[config.mk]
export PLATFORM = sky130hd
export DESIGN_NAME = rend_accum
export DESIGN_NICKNAME = d
export VERILOG_FILES = /design/src/rend_pkg.sv /design/src/rend_accum.sv
export VERILOG_INCLUDE_DIRS = /design/src /design/src/src
export SDC_FILE = /design/constraint.sdc
export NUM_CORES = 2
export LEC_CHECK = 0
export BUFFER_PORTS_ARGS = -buffer_cell sky130_fd_sc_hd__buf_2
export CORE_ASPECT_RATIO = 1.4
export CORE_MARGIN = 5
export CORE_UTILIZATION = 55
export CTS_BUF_LIST = sky130_fd_sc_hd__clkbuf_4 sky130_fd_sc_hd__clkbuf_8 sky130_fd_sc_hd__clkbuf_16
export DETAILED_ROUTE_END_ITERATION = 16
export PLACE_DENSITY = 0.78
export SLEW_MARGIN = 10
export SYNTH_ARGS = -nofsm -noshare
export SYNTH_HDL_FRONTEND = slang
export SYNTH_SLANG_ARGS = --single-unit
[constraint.sdc]
create_clock -name clk -period 11.6 [get_ports clk]
set_input_delay 3.48 -clock clk [delete_from_list [all_inputs] [get_ports clk]]
set_output_delay 3.48 -clock clk [all_outputs]
set_load 0.02 [all_outputs]
[src/assert_macros.svh]
// Assertion macros shared by the detector's modules.
// Both sample on clk and are switched off while rst is high.
`ifndef ASSERT_MACROS_SVH
`define ASSERT_MACROS_SVH

// Condition that must hold at every clock edge.
`define REND_ASSERT_ALWAYS(lbl, cond) \
  lbl: assert property (@(posedge clk) disable iff (rst) (cond)) \
    else $error("rend assertion failed");

// Antecedent at one edge implies consequent at the next edge.
`define REND_ASSERT_NEXT(lbl, ante, cons) \
  lbl: assert property (@(posedge clk) disable iff (rst) (ante) |=> (cons)) \
    else $error("rend assertion failed");

`endif

[src/rend_pkg.sv]
// Types, constants and helpers for the repeated-extreme no-data detector.
// No dependencies.
package rend_pkg;

  localparam int unsigned FRAC_BITS = 24;
  localparam int unsigned VAL_W     = 64;
  localparam int unsigned CNT_W     = 25;

  localparam logic [CNT_W-1:0] MAX_COUNT = CNT_W'(25'd16777216);
  localparam logic [CNT_W-1:0] MIN_TOTAL = CNT_W'(3);
  localparam logic [CNT_W-1:0] MIN_REPEATS = CNT_W'(16);

  localparam logic [VAL_W-1:0] ALL_ONES = {VAL_W{1'b1}};
  localparam logic [VAL_W-1:0] FIX_ONE  = 64'd1 << FRAC_BITS;
  localparam logic [VAL_W-1:0] FIX_MEGA = 64'd1000000 << FRAC_BITS;
  // Largest operands whose products by 100 and 10000 still fit in 64 bits
  localparam logic [VAL_W-1:0] SEP_LIM  = 64'hFFFF_FFFF_FFFF_FFFF / 64'd100;
  localparam logic [VAL_W-1:0] LIM_LIM  = 64'hFFFF_FFFF_FFFF_FFFF / 64'd10000;

  // Running frame statistics
  typedef struct packed {
    logic [CNT_W-1:0] total;
    logic [VAL_W-1:0] lo;
    logic [CNT_W-1:0] lo_rep;
    logic [VAL_W-1:0] hi;
    logic [CNT_W-1:0] hi_rep;
    logic [VAL_W-1:0] above_lo;
    logic [VAL_W-1:0] below_hi;
    logic             above_ok;
    logic             below_ok;
  } stat_t;

  function automatic logic lt_s(input logic [VAL_W-1:0] a, input logic [VAL_W-1:0] b);
    lt_s = $signed(a) < $signed(b);
  endfunction

  function automatic logic [VAL_W-1:0] mag(input logic [VAL_W-1:0] a);
    mag = a[VAL_W-1] ? (~a + 64'd1) : a;
  endfunction

  function automatic logic [CNT_W-1:0] sat_inc(input logic [CNT_W-1:0] c);
    sat_inc = (c < MAX_COUNT) ? c + CNT_W'(1) : c;
  endfunction

  // Constant products, only used below the saturation limit
  function automatic logic [VAL_W-1:0] mul100(input logic [VAL_W-1:0] x);
    mul100 = (x << 6) + (x << 5) + (x << 2);
  endfunction

  function automatic logic [VAL_W-1:0] mul10000(input logic [VAL_W-1:0] x);
    mul10000 = (x << 13) + (x << 10) + (x << 9) + (x << 8) + (x << 4);
  endfunction

endpackage

[src/rend_accum.sv]
// Running statistics of one frame: count, extremes, repeats, runners-up.
// Depends on rend_pkg and assert_macros.svh.
`include "assert_macros.svh"

module rend_accum
  import rend_pkg::*;
(
  input  logic             clk,
  input  logic             rst,
  input  logic             take,
  input  logic [VAL_W-1:0] sample,
  input  logic             sample_finite,
  input  logic             frame_last,
  output stat_t            upd
);

  stat_t stats;
  stat_t stats_next;

  always_comb begin
    upd = stats;
    if (sample_finite) begin
      if (stats.total == '0) begin
        upd.lo     = sample;
        upd.hi     = sample;
        upd.lo_rep = CNT_W'(1);
        upd.hi_rep = CNT_W'(1);
        upd.total  = CNT_W'(1);
      end else begin
        upd.total = sat_inc(stats.total);
        priority if (lt_s(sample, stats.lo)) begin
          upd.above_lo = stats.lo;
          upd.above_ok = 1'b1;
          upd.lo       = sample;
          upd.lo_rep   = CNT_W'(1);
        end else if (sample == stats.lo) begin
          upd.lo_rep = sat_inc(stats.lo_rep);
        end else if (!stats.above_ok || lt_s(sample, stats.above_lo)) begin
          upd.above_lo = sample;
          upd.above_ok = 1'b1;
        end else begin
          upd.above_lo = stats.above_lo;
        end
        priority if (lt_s(stats.hi, sample)) begin
          upd.below_hi = stats.hi;
          upd.below_ok = 1'b1;
          upd.hi       = sample;
          upd.hi_rep   = CNT_W'(1);
        end else if (sample == stats.hi) begin
          upd.hi_rep = sat_inc(stats.hi_rep);
        end else if (!stats.below_ok || lt_s(stats.below_hi, sample)) begin
          upd.below_hi = sample;
          upd.below_ok = 1'b1;
        end else begin
          upd.below_hi = stats.below_hi;
        end
      end
    end
  end

  // the frame's last item hands its statistics on and starts afresh
  always_comb begin
    stats_next = stats;
    if (take) begin
      stats_next = frame_last ? '0 : upd;
    end
  end

  always_ff @(posedge clk) begin
    if (rst) begin
      stats <= '0;
    end else begin
      stats <= stats_next;
    end
  end

  `REND_ASSERT_ALWAYS(a_order, (stats.total == '0) || !lt_s(stats.hi, stats.lo))
  `REND_ASSERT_ALWAYS(a_reps, (stats.lo_rep <= stats.total) && (stats.hi_rep <= stats.total))
  `REND_ASSERT_NEXT(a_clear, take && frame_last, stats.total == '0)

endmodule

==> impl_table.tex <==
\begin{tabular}{lr}
\hline
Metric & Value \\
\hline
\multicolumn{2}{l}{\textbf{Outcome}} \\
Status & completed \\
\multicolumn{2}{l}{\textbf{STA}} \\
Pins over their slew limit & 0 \\
F\_max & 0.08994 GHz \\
Post-route fraction of the period consumed by the critical path & 0.9585 \\
Slew @ Worst Pin & 1207 ps \\
Total negative setup slack & 0 ps \\
Number of setup violations in the final report & 0 \\
Hold Fails Final Rpt & 0 \\
Headroom to the max-slew limit & 0.1938 \\
Unrepaired setup endpoints after global routing & no \\
Clock period minus final worst setup slack & 11120 ps \\
Final clock skew & 23.76 ps \\
\multicolumn{2}{l}{\textbf{Hold path}} \\
Hold WC Path Type & flip-flop to flip-flop \\
Source of the worst hold timing path & stats[138]\$\_SDFFE\_PP0P\_ \\
\multicolumn{2}{l}{\textbf{Worst setup path}} \\
Arrival time at the worst endpoint & 7640 ps \\
Maximum cell stage delay along the critical path & 570 ps \\
Cell with the largest stage delay on the worst path & nor4\_4 \\
Launch point of the critical path & sample[63] \\
Worst path required time & 8120 ps \\
Chain of cells forming the critical path & buf\_2, ha\_1, nand4\_2, nor4\_4, nand4\_1, a21oi\_1, or4b\_1, o31a\_2, buf\_4, a21oi\_4, buf\_4, nor2\_1, a21oi\_1, buf\_2 \\
Kind of critical path & input pin to output pin \\
Worst flop-to-flop path startpoint & stats[307]\$\_SDFFE\_PP0P\_ \\
Startpoint type of the worst setup path & input pin \\
Worst Setup End Kind & output pin \\
Top cell family by delay on the critical path & simple AND/OR/NAND/NOR gates \\
Slack of the worst reg-to-reg path & 6050 ps \\
Worst-path maximum fanout & 26 \\
Worst path bufs/invs & 4 \\
\multicolumn{2}{l}{\textbf{Die}} \\
Initial Utilization & 0.5536 \\
Placeable core region & 0.04395 mm² \\
Number of top-level pins & 402 \\
Die boundary width & 187.8 µm \\
Row count & 91 \\
Die outline area & 0.04860 mm² \\
Die H & 258.9 µm \\
\multicolumn{2}{l}{\textbf{Synthesis}} \\
Share of the synthesized area in the top cell type & 0.2740 \\
Top post-synthesis cells by count & dfxtp\_1, ha\_1, inv\_1, nand2\_1, a21oi\_1 \\
Async set-or-reset flop fraction in the synthesized netlist & 0 \\
Number of instances in the synthesized netlist & 2960 \\
Most frequent cell after synthesis & dfxtp\_1 \\
Post-Syn Nets & 3287 \\
Top cells by area, synth & dfxtp\_1, ha\_1, a221o\_1 \\
Most used flip-flop cell after synthesis & dfxtp\_1 \\
Sequential area share after synthesis & 0.2740 \\
Count of different cell masters after synthesis & 94 \\
Count of flip-flops with a built-in enable after synthesis & 0 \\
Average cell area after synthesis & 8.219 µm² \\
Yosys warning total & 0 \\
Register bit count reported by yosys & 333 \\
Total standard cell area after synthesis & 0.02433 mm² \\
Cell type with the largest total area after synthesis & dfxtp\_1 \\
\multicolumn{2}{l}{\textbf{Clocking}} \\
Cells resized by post-CTS repair & 0 \\
Post-CTS Setup Inserts & 0 \\
Number of clock sinks & 333 \\
CTS clk-pin slew, worst paths & 50 ps \\
Hold-fix buffers at CTS & 0 \\
H-tree depth & 2 \\
Clock Tree Buf Depth & 3 \\
Root buffer cell & clkbuf\_16 \\
CTS tree & yes \\
Clock latency of the later-clocked register in the worst-skew pair & 550 ps \\
Cts bufs inserted & 38 \\
\multicolumn{2}{l}{\textbf{Cells and area}} \\
Most flops, register & stats \\
Fill cell instance count of the final layout & 3845 \\
Fraction of final layout cells sized beyond drive strength 1 & 0.1947 \\
Registers with the highest flip-flop counts & stats (333) \\
Post-Layout Inst Area & 0.02781 mm² \\
Area growth from synthesis to layout & 14.30\% \\
Final layout net count & 3572 \\
Antenna cells & 0 \\
Sequential standard cell area & 0.006666 mm² \\
Number of flip-flops in the largest register & 333 \\
Core occupancy in the finished layout & 0.6327 \\
Area of the multi-input gates & 0.01587 mm² \\
\multicolumn{2}{l}{\textbf{Pwr}} \\
Power Dens Cells & 108.7 mW/mm² \\
Static Leak & 0.01279 µW \\
Maximum VDD drop & 0.00009305 V \\
\multicolumn{2}{l}{\textbf{Routing}} \\
Detailed-router iteration count before antenna repair & 6 \\
Antenna Nets Post-Route & 0 \\
Mean number of vias per cell & 6.910 \\
DRC violation count after routing & 0 \\
Number of DRC markers after the initial detailed-route iteration & 2518 \\
Routed wire per std cell & 24.58 µm \\
Total wire length & 94.11 mm \\
Vias post-DR & 26460 \\
\multicolumn{2}{l}{\textbf{Global route}} \\
Vias in the first global route & 26070 \\
Antenna violations before repair & 4 \\
Largest net degree at the start of global routing & 81 \\
Global-route congestion overflow total & 0 \\
Global-route total usage across every layer & 0.3641 \\
Global-route wire length before repair & 144.3 mm \\
\multicolumn{2}{l}{\textbf{Placement}} \\
Port Buf Inserts & 401 \\
HPWL reported at the end of detailed placement & 66.34 mm \\
Placed Area & 0.02652 mm² \\
Global placer's final weighted congestion & 0.9724 \\
\multicolumn{2}{l}{\textbf{Run}} \\
Max-cap check violation count & 0 \\
\hline
\end{tabular}
==> final cells by class <==
type                       instances  area share
timing repair buffer             451     0.08702
clock inverter                    11    0.004679
tap                              558     0.02511
clock buffer                      55     0.04180
multi-input combinational       2192      0.5708
inverter                         229     0.03091
sequential                       333      0.2397
==> report_power, final <==
group | internal, µW | switching [µW]
sequential | 1160 | 22.3
combinational | 178 | 401
clock | 762 | 501
total | 2100 | 924
==> path summary, 6_finish.rpt <==
| path | cells past startpoint | endpoint |
|---|---|---|
| worst max-delay path | 14 | upd[110] |
| worst min-delay path | 2 | stats[138]$_SDFFE_PP0P_ |
| worst max register to register | 13 | stats[307]$_SDFFE_PP0P_ |
| worst min register to register | 2 | stats[138]$_SDFFE_PP0P_ |
==> worst reg2reg max path, stage by stage, from the launching register on <==
cell     delay [ps]
dfxtp_1         380
inv_1           110
ha_1            510
nand4_2         220
nor4_4          570
nand4_1         540
a21oi_1         340
or4b_1          190
o31a_2          340
a21oi_4         170
buf_4           370
o21ai_4         840
buf_4           650
a22o_1          250
==> placed cells by master (no fill, tap or decap), drive strengths merged, types with 11 or more instances in the layout <==
| master | count |
|---|---|
| buf | 451 |
| o21ai | 151 |
| ha | 258 |
| clkbuf | 55 |
| and2 | 13 |
| xnor2 | 28 |
| mux2i | 12 |
| nor3 | 80 |
| inv | 229 |
| xor2 | 17 |
| a21oi | 203 |
| a22o | 128 |
| nand4 | 69 |
| nand3 | 60 |
| a31oi | 24 |
| and3 | 142 |
| a211oi | 16 |
| a21o | 16 |
| or3 | 17 |
| o31ai | 16 |
| nand2 | 223 |
| dfxtp | 333 |
| and4 | 12 |
| a221o | 195 |
| nor2 | 190 |
| mux2 | 63 |
| o22ai | 72 |
| a22oi | 23 |
| nand2b | 11 |
| nor4 | 33 |
| o21a | 20 |
==> per-layer routing <==
metal | global-route usage | wire length (µm) | up-vias
li1 | - | - | 11760
met1 | 0.4205 | 33930 | 12550
met2 | 0.6111 | 44220 | 1708
met3 | 0.07815 | 9190 | 431
met4 | 0.2338 | 6721 | 8
met5 | 0 | 46 | -
==> cells by family after synthesis <==
family	Yosys count	synth area share
AOI/OAI and AO/OA	936	0.2797
xor gates and xnor gates	45	0.01620
adders and majority gates	258	0.1327
buffers and inverters	435	0.07812
DFF	333	0.2740
muxes	75	0.03425
and+or+nand+nor	878	0.1850
==> through the flow <==
stage	hold WS, ps	instances	power [µW]	worst slack, ps
after global routing	521.6	3829	3122	265.1
final	477.3	3829	3023	481.7
after global placement	438.6	3763	1752	666.5
after detailed placement	462.9	3763	1767	653.1
after floorplan	425.0	2960	1558	1694
after CTS	476.6	3829	3015	632.6
Note: power is estimated with default switching activity, not from simulation.
