[src/assert_macros.svh]
// Assertion macros shared by the detector's modules.
// Both sample on clk and are switched off while rst is high.
`ifndef ASSERT_MACROS_SVH
`define ASSERT_MACROS_SVH

// Condition that must hold at every clock edge.
`define REND_ASSERT_ALWAYS(lbl, cond) \
  lbl: assert property (@(posedge clk) disable iff (rst) (cond)) \
    else $error("rend assertion failed");

// Antecedent at one edge implies consequent at the next edge.
`define REND_ASSERT_NEXT(lbl, ante, cons) \
  lbl: assert property (@(posedge clk) disable iff (rst) (ante) |=> (cons)) \
    else $error("rend assertion failed");

`endif

[src/rend_pkg.sv]
// Types, constants and helpers for the repeated-extreme no-data detector.
// No dependencies.
package rend_pkg;

  localparam int unsigned FRAC_BITS = 24;
  localparam int unsigned VAL_W     = 64;
  localparam int unsigned CNT_W     = 25;

  localparam logic [CNT_W-1:0] MAX_COUNT = CNT_W'(25'd16777216);
  localparam logic [CNT_W-1:0] MIN_TOTAL = CNT_W'(3);
  localparam logic [CNT_W-1:0] MIN_REPEATS = CNT_W'(16);

  localparam logic [VAL_W-1:0] ALL_ONES = {VAL_W{1'b1}};
  localparam logic [VAL_W-1:0] FIX_ONE  = 64'd1 << FRAC_BITS;
  localparam logic [VAL_W-1:0] FIX_MEGA = 64'd1000000 << FRAC_BITS;
  // Largest operands whose products by 100 and 10000 still fit in 64 bits
  localparam logic [VAL_W-1:0] SEP_LIM  = 64'hFFFF_FFFF_FFFF_FFFF / 64'd100;
  localparam logic [VAL_W-1:0] LIM_LIM  = 64'hFFFF_FFFF_FFFF_FFFF / 64'd10000;

  // Running frame statistics
  typedef struct packed {
    logic [CNT_W-1:0] total;
    logic [VAL_W-1:0] lo;
    logic [CNT_W-1:0] lo_rep;
    logic [VAL_W-1:0] hi;
    logic [CNT_W-1:0] hi_rep;
    logic [VAL_W-1:0] above_lo;
    logic [VAL_W-1:0] below_hi;
    logic             above_ok;
    logic             below_ok;
  } stat_t;

  function automatic logic lt_s(input logic [VAL_W-1:0] a, input logic [VAL_W-1:0] b);
    lt_s = $signed(a) < $signed(b);
  endfunction

  function automatic logic [VAL_W-1:0] mag(input logic [VAL_W-1:0] a);
    mag = a[VAL_W-1] ? (~a + 64'd1) : a;
  endfunction

  function automatic logic [CNT_W-1:0] sat_inc(input logic [CNT_W-1:0] c);
    sat_inc = (c < MAX_COUNT) ? c + CNT_W'(1) : c;
  endfunction

  // Constant products, only used below the saturation limit
  function automatic logic [VAL_W-1:0] mul100(input logic [VAL_W-1:0] x);
    mul100 = (x << 6) + (x << 5) + (x << 2);
  endfunction

  function automatic logic [VAL_W-1:0] mul10000(input logic [VAL_W-1:0] x);
    mul10000 = (x << 13) + (x << 10) + (x << 9) + (x << 8) + (x << 4);
  endfunction

endpackage

[src/rend_judge.sv]
// Decision pipeline: differences and scales, saturated limits, final tests.
// Three register stages, the last one is the result register.
// Depends on rend_pkg and assert_macros.svh.
`include "assert_macros.svh"

module rend_judge
  import rend_pkg::*;
(
  input  logic             clk,
  input  logic             rst,
  input  logic             snap_valid,
  input  stat_t            snap,
  output logic             snap_ready,
  output logic             result_valid,
  input  logic             result_stall,
  output logic             nodata_found,
  output logic             found_at_maximum,
  output logic [VAL_W-1:0] nodata_value
);

  typedef struct packed {
    logic             gate;
    logic             lo_cand;
    logic             hi_cand;
    logic             range_ok;
    logic [VAL_W-1:0] range;
    logic [VAL_W-1:0] dist_lo;
    logic [VAL_W-1:0] dist_hi;
    logic [VAL_W-1:0] mag_lo;
    logic [VAL_W-1:0] mag_hi;
    logic [VAL_W-1:0] scale_lo;
    logic [VAL_W-1:0] scale_hi;
    logic [VAL_W-1:0] lo;
    logic [VAL_W-1:0] hi;
  } diff_t;

  typedef struct packed {
    logic             gate;
    logic             lo_cand;
    logic             hi_cand;
    logic [VAL_W-1:0] sep;
    logic [VAL_W-1:0] dist_lo;
    logic [VAL_W-1:0] dist_hi;
    logic [VAL_W-1:0] mag_lo;
    logic [VAL_W-1:0] mag_hi;
    logic [VAL_W-1:0] lim_lo;
    logic [VAL_W-1:0] lim_hi;
    logic [VAL_W-1:0] lo;
    logic [VAL_W-1:0] hi;
  } lim_t;

  diff_t            diff, diff_next;
  lim_t             lim, lim_next;
  logic             diff_valid, lim_valid;
  logic             out_ready, lim_ready, diff_ready;
  logic             min_is, max_is;
  logic [CNT_W+4:0] lo_rep20, hi_rep20;
  logic [VAL_W-1:0] m_above, m_below, m_lo, m_hi;
  logic [VAL_W-1:0] sep_raw, lim_lo_raw, lim_hi_raw;

  assign out_ready  = !result_valid || !result_stall;
  assign lim_ready  = !lim_valid || out_ready;
  assign diff_ready = !diff_valid || lim_ready;
  assign snap_ready = diff_ready;

  // stage one: gates, repeat tests, differences, magnitudes
  always_comb begin
    lo_rep20 = ({5'd0, snap.lo_rep} << 4) + ({5'd0, snap.lo_rep} << 2);
    hi_rep20 = ({5'd0, snap.hi_rep} << 4) + ({5'd0, snap.hi_rep} << 2);
    m_above  = mag(snap.above_lo);
    m_below  = mag(snap.below_hi);
    m_lo     = mag(snap.lo);
    m_hi     = mag(snap.hi);
    diff_next.gate     = (snap.total >= MIN_TOTAL) && (snap.lo != snap.hi);
    diff_next.lo_cand  = snap.above_ok && (snap.lo_rep >= MIN_REPEATS)
                         && (lo_rep20 >= {5'd0, snap.total});
    diff_next.hi_cand  = snap.below_ok && (snap.hi_rep >= MIN_REPEATS)
                         && (hi_rep20 >= {5'd0, snap.total});
    diff_next.range_ok = snap.above_ok && snap.below_ok && lt_s(snap.above_lo, snap.below_hi);
    diff_next.range    = snap.below_hi - snap.above_lo;
    // runners-up lie strictly inside the extremes, so these never wrap
    diff_next.dist_lo  = snap.above_lo - snap.lo;
    diff_next.dist_hi  = snap.hi - snap.below_hi;
    diff_next.mag_lo   = m_lo;
    diff_next.mag_hi   = m_hi;
    diff_next.scale_lo = (m_hi > m_above) ? m_hi : m_above;
    diff_next.scale_hi = (m_lo > m_below) ? m_lo : m_below;
    diff_next.lo       = snap.lo;
    diff_next.hi       = snap.hi;
  end

  // stage two: saturated separation and magnitude limits
  always_comb begin
    sep_raw    = !diff.range_ok ? '0
                 : ((diff.range > SEP_LIM) ? ALL_ONES : mul100(diff.range));
    lim_lo_raw = (diff.scale_lo > LIM_LIM) ? ALL_ONES : mul10000(diff.scale_lo);
    lim_hi_raw = (diff.scale_hi > LIM_LIM) ? ALL_ONES : mul10000(diff.scale_hi);
    lim_next.gate    = diff.gate;
    lim_next.lo_cand = diff.lo_cand;
    lim_next.hi_cand = diff.hi_cand;
    lim_next.sep     = (sep_raw < FIX_ONE) ? FIX_ONE : sep_raw;
    lim_next.dist_lo = diff.dist_lo;
    lim_next.dist_hi = diff.dist_hi;
    lim_next.mag_lo  = diff.mag_lo;
    lim_next.mag_hi  = diff.mag_hi;
    lim_next.lim_lo  = (lim_lo_raw < FIX_MEGA) ? FIX_MEGA : lim_lo_raw;
    lim_next.lim_hi  = (lim_hi_raw < FIX_MEGA) ? FIX_MEGA : lim_hi_raw;
    lim_next.lo      = diff.lo;
    lim_next.hi      = diff.hi;
  end

  // stage three: final compares
  assign min_is = lim.lo_cand && (lim.dist_lo > lim.sep) && (lim.mag_lo > lim.lim_lo);
  assign max_is = lim.hi_cand && (lim.dist_hi > lim.sep) && (lim.mag_hi > lim.lim_hi);

  always_ff @(posedge clk) begin
    if (rst) begin
      diff_valid   <= 1'b0;
      lim_valid    <= 1'b0;
      result_valid <= 1'b0;
    end else begin
      if (diff_ready) begin
        diff_valid <= snap_valid;
      end
      if (lim_ready) begin
        lim_valid <= diff_valid;
      end
      if (out_ready) begin
        result_valid <= lim_valid;
      end
    end
  end

  always_ff @(posedge clk) begin
    if (diff_ready && snap_valid) begin
      diff <= diff_next;
    end
    if (lim_ready && diff_valid) begin
      lim <= lim_next;
    end
    if (out_ready && lim_valid) begin
      nodata_found     <= lim.gate && (min_is != max_is);
      found_at_maximum <= lim.gate && (min_is != max_is) && max_is;
      nodata_value     <= !(lim.gate && (min_is != max_is)) ? '0
                          : (max_is ? lim.hi : lim.lo);
    end
  end

  `REND_ASSERT_ALWAYS(a_empty_result,
    !result_valid || nodata_found || (!found_at_maximum && (nodata_value == '0)))
  `REND_ASSERT_ALWAYS(a_found_nonzero,
    !result_valid || !nodata_found || (nodata_value != '0))
  `REND_ASSERT_NEXT(a_result_held, result_valid && result_stall,
    result_valid && $stable(nodata_value) && $stable(nodata_found))

endmodule

[config.mk]
export PLATFORM = sky130hd
export DESIGN_NAME = rend_judge
export DESIGN_NICKNAME = d
export VERILOG_FILES = /design/src/rend_pkg.sv /design/src/rend_judge.sv
export VERILOG_INCLUDE_DIRS = /design/src /design/src/src
export SDC_FILE = /design/constraint.sdc
export NUM_CORES = 2
export LEC_CHECK = 0
export BUFFER_PORTS_ARGS = -buffer_cell sky130_fd_sc_hd__buf_4
export CAP_MARGIN = 40
export CELL_PAD_IN_SITES_DETAIL_PLACEMENT = 0
export CELL_PAD_IN_SITES_GLOBAL_PLACEMENT = 2
export CORE_ASPECT_RATIO = 1.5
export CORE_MARGIN = 2
export CORE_UTILIZATION = 38
export CTS_BUF_LIST = sky130_fd_sc_hd__clkbuf_4 sky130_fd_sc_hd__clkbuf_8 sky130_fd_sc_hd__clkbuf_16
export DETAILED_ROUTE_END_ITERATION = 8
export MAX_ROUTING_LAYER = met4
export PLACE_DENSITY = 0.82
export SLEW_MARGIN = 20
export SYNTH_ARGS = -nofsm -noshare
export SYNTH_HDL_FRONTEND = slang
export SYNTH_SLANG_ARGS = --single-unit
[constraint.sdc]
create_clock -name clk -period 15.26 [get_ports clk]
set_input_delay 1.526 -clock clk [delete_from_list [all_inputs] [get_ports clk]]
set_output_delay 1.526 -clock clk [all_outputs]
set_load 0.1 [all_outputs]
==> flow_summary.toml <==
[run_status]
status = "complete, no violations"

[global_route]
grt_usage_pct = 29.3
grt_max_degree = 164
grt_pass1_wl_mm = 512
grt_pass1_vias = 73509
grt_overflow_total = 0
antenna_found_initial = 92

[yosys]
syn_inst = 8956
synthXorXnorAreaFrac_pct = 6.00
yosys_warnings = 0
synth_nets = 10622
synth_adder_area_share_pct = 21.0
synthTopCellsByArea = "edfxtp_1, ha_1, fa_1"
synthArstFlopShare_pct = 0
muxShareOfSynthArea_pct = 1.64
ys_types = 89
synth_top_area_share_pct = 39.2
synth_top_family_by_area = "adder cells"
netlist_area_um2 = 92900
synth_compound_area_share_pct = 15.2
synth_common_cells = "edfxtp_1, inv_1, ha_1, a21oi_1, nand2_1"
synth_seq_cells = 1217
synth-edff-count = 1214
synth-simple-area-share_pct = 11.1
synth-seq-area-share_pct = 39.3
yosysMostFrequentCell = "edfxtp_1"
synthFlopType = "edfxtp_1"
syn_avg_cell_area_um2 = 10.4
yosys.area.top_type = "edfxtp_1"

[die]
rows = 222
core_um2 = 244000
die_w_um = 408
dieArea_um2 = 249000
die_h_um = 610
initial_core_util_pct = 38.1
io_pins = 405

[worst_setup_path]
crit_type = "in -> reg"
start_kind = "primary input"
end_kind = "flip-flop"
crit_fanout = 40
arrival_ps = 9700
cp.required_ps = 15820

[power]
irDropWorstVdd_mv = 0.259
p_clk_share_pct = 18.9
p_sw_share_pct = 46.7
pwr-share-comb_pct = 58.0
power_per_cell_area_nw_per_um2 = 175
p_leak_nw = 45.4
p_int_mw = 9.81
seq_power_share_pct = 23.1
net-switching-power_mw = 8.60
p_total_mw = 18.4

[placement]
place_inst = 12478
hpwl_mm = 302
port_buffers = 404
routabilityCongestion = 0.996
dpl_cell_area_um2 = 100000

[cts]
clock_path_buffers = 4
post_cts_buffers = 0
cts.sinks = 1217
htree_levels = 4
clk_transition_reported_paths_ps = 60
hold_buffers = 0
insertion_delay_ps = 820
cts_tree = "yes"
cts_resized = 0
cts_buffers = 141
root_buffer = "clkbuf_16"

[detailed_routing]
drt_iter0_markers = 5783
highest_layer = "met4"
wirelength_mm = 362
met3WireLength_mm = 24.9
drcViolationCount = 0
viasPerCell = 5.61
wl_met2_mm = 174
ant_nets = 0
via_count = 71914
drt-pass1-iter-count = 6
post_drt_wl_per_cell_um = 28.3
met1_length_mm = 143

[timing]
finalSetupViolations = 0
report.final.slew_viol_count = 0
post-route-min-period_ps = 9150
rsz0062_at_grt = "no"
tns_ps = 0
fmax_mhz = 109
maxSlewHeadroom_pct = 26.9
skew_ps = 55.1
post-route-period-util_pct = 59.9
hold_viol = 0
tightestPinTransition_ps = 1100

[finish]
syn_to_final_growth_pct = 12.9
layout.cells.non_filler = 12813
drive_above_1_share_pct = 8.58
nets = 11041
fin_area_um2 = 105000
final_util_pct = 43.1

[job]
maxCapViolations = 0

[worst_hold_path]
hold_path_class = "reg -> reg"
## final timing paths
check                                from         to  slack [ps]  cells after the start
worst min-delay path            diff[384]   lim[384]         390                      0
worst max-delay path             snap[72]  diff[194]        6110                     25
worst min register to register  diff[384]   lim[384]         390                      0
worst max register to register  diff[202]   lim[222]        7160                     21
## sequential cells by signal (all words and copies together) (netlist names)
register / flops
result_valid: 1
lim: 570
nodata_found: 1
diff_valid: 1
found_at_maximum: 1
nodata_value: 64
lim_valid: 1
diff: 578
## critical path: stages
cell,delay [ps]
buf_4,150
or4_4,570
nor3_4,150
nand3_1,200
or4_4,530
or3_1,470
or4_1,520
or4_1,630
or3_4,450
or3_1,490
o31ai_1,300
xnor2_1,190
ha_1,290
nor2b_1,140
o21ai_0,150
nand2b_1,80
a21oi_1,170
nor2b_1,60
o21ai_0,140
nand2b_1,110
a2111oi_1,430
buf_1,250
a32o_4,510
buf_4,660
mux2_2,420
## routing by layer
metal	global-route usage [%]	vias up
met5	-	-
met4	14.0	0
met3	5.37	591
met2	48.8	2349
met1	34.2	35718
li1	-	33256
## cell type report
type	count	area, um^2
Tap cell	3248	4060
Antenna cell	92	230
Clock inverter	81	863
Inverter	1210	4540
Clock buffer	160	3690
Sequential cell	1217	36500
Multi-Input combinational cell	6304	51200
Timing Repair Buffer	501	3880
Fill cell	23344	139000
## cell families after synthesis
| kind of cell | Yosys count |
|---|---|
| AO/OA/AOI/OAI | 2164 |
| XOR/XNOR | 637 |
| adder cells (fa/ha/maj) | 1329 |
| buffers and inverters | 1435 |
| flip-flops | 1217 |
| multiplexers | 151 |
| AND/OR/NAND/NOR | 2023 |
## cell usage in the layout, fill, tap and decap left out, drive strengths merged, types with 25 or more instances in the layout
master and instances:
and3 63, a21boi 47, mux2i 142, nand2 544, a21oi 574, clkbuf 160, clkinv 43, fa 379
a32oi 25, nand2b 106, nand3 148, o22ai 75, o31ai 99, o21a 94, or4 43, a21o 352
inv 1225, xor2 229, or2 25, buf 499, diode 92, and2 45, xnor2 408, a31oi 62
o21ai 396, nand4 194, ha 950, nor3 136, a211oi 59, or3 75, o41ai 45, nor4 90
nor2 375, o21bai 56, nor2b 110, o211ai 51, edfxtp 1214
## power by group through the flow
stage                     Clock, mW  Sequential (mW)  Combinational [mW]
after floorplan                   0             4.25                7.30
after global placement            0             4.32                10.5
after detailed placement          0             4.32                10.5
after CTS                      3.54             4.26                10.6
after global routing           3.65             4.28                11.7
final                          3.48             4.25                10.7
## stage by stage
stage	hold slack [ps]	worst slack (ps)
after floorplan	400	5320
after global placement	401	4750
after detailed placement	405	5240
after CTS	394	6120
after global routing	409	5790
final	392	6110
(Power assumes the default switching activity.)
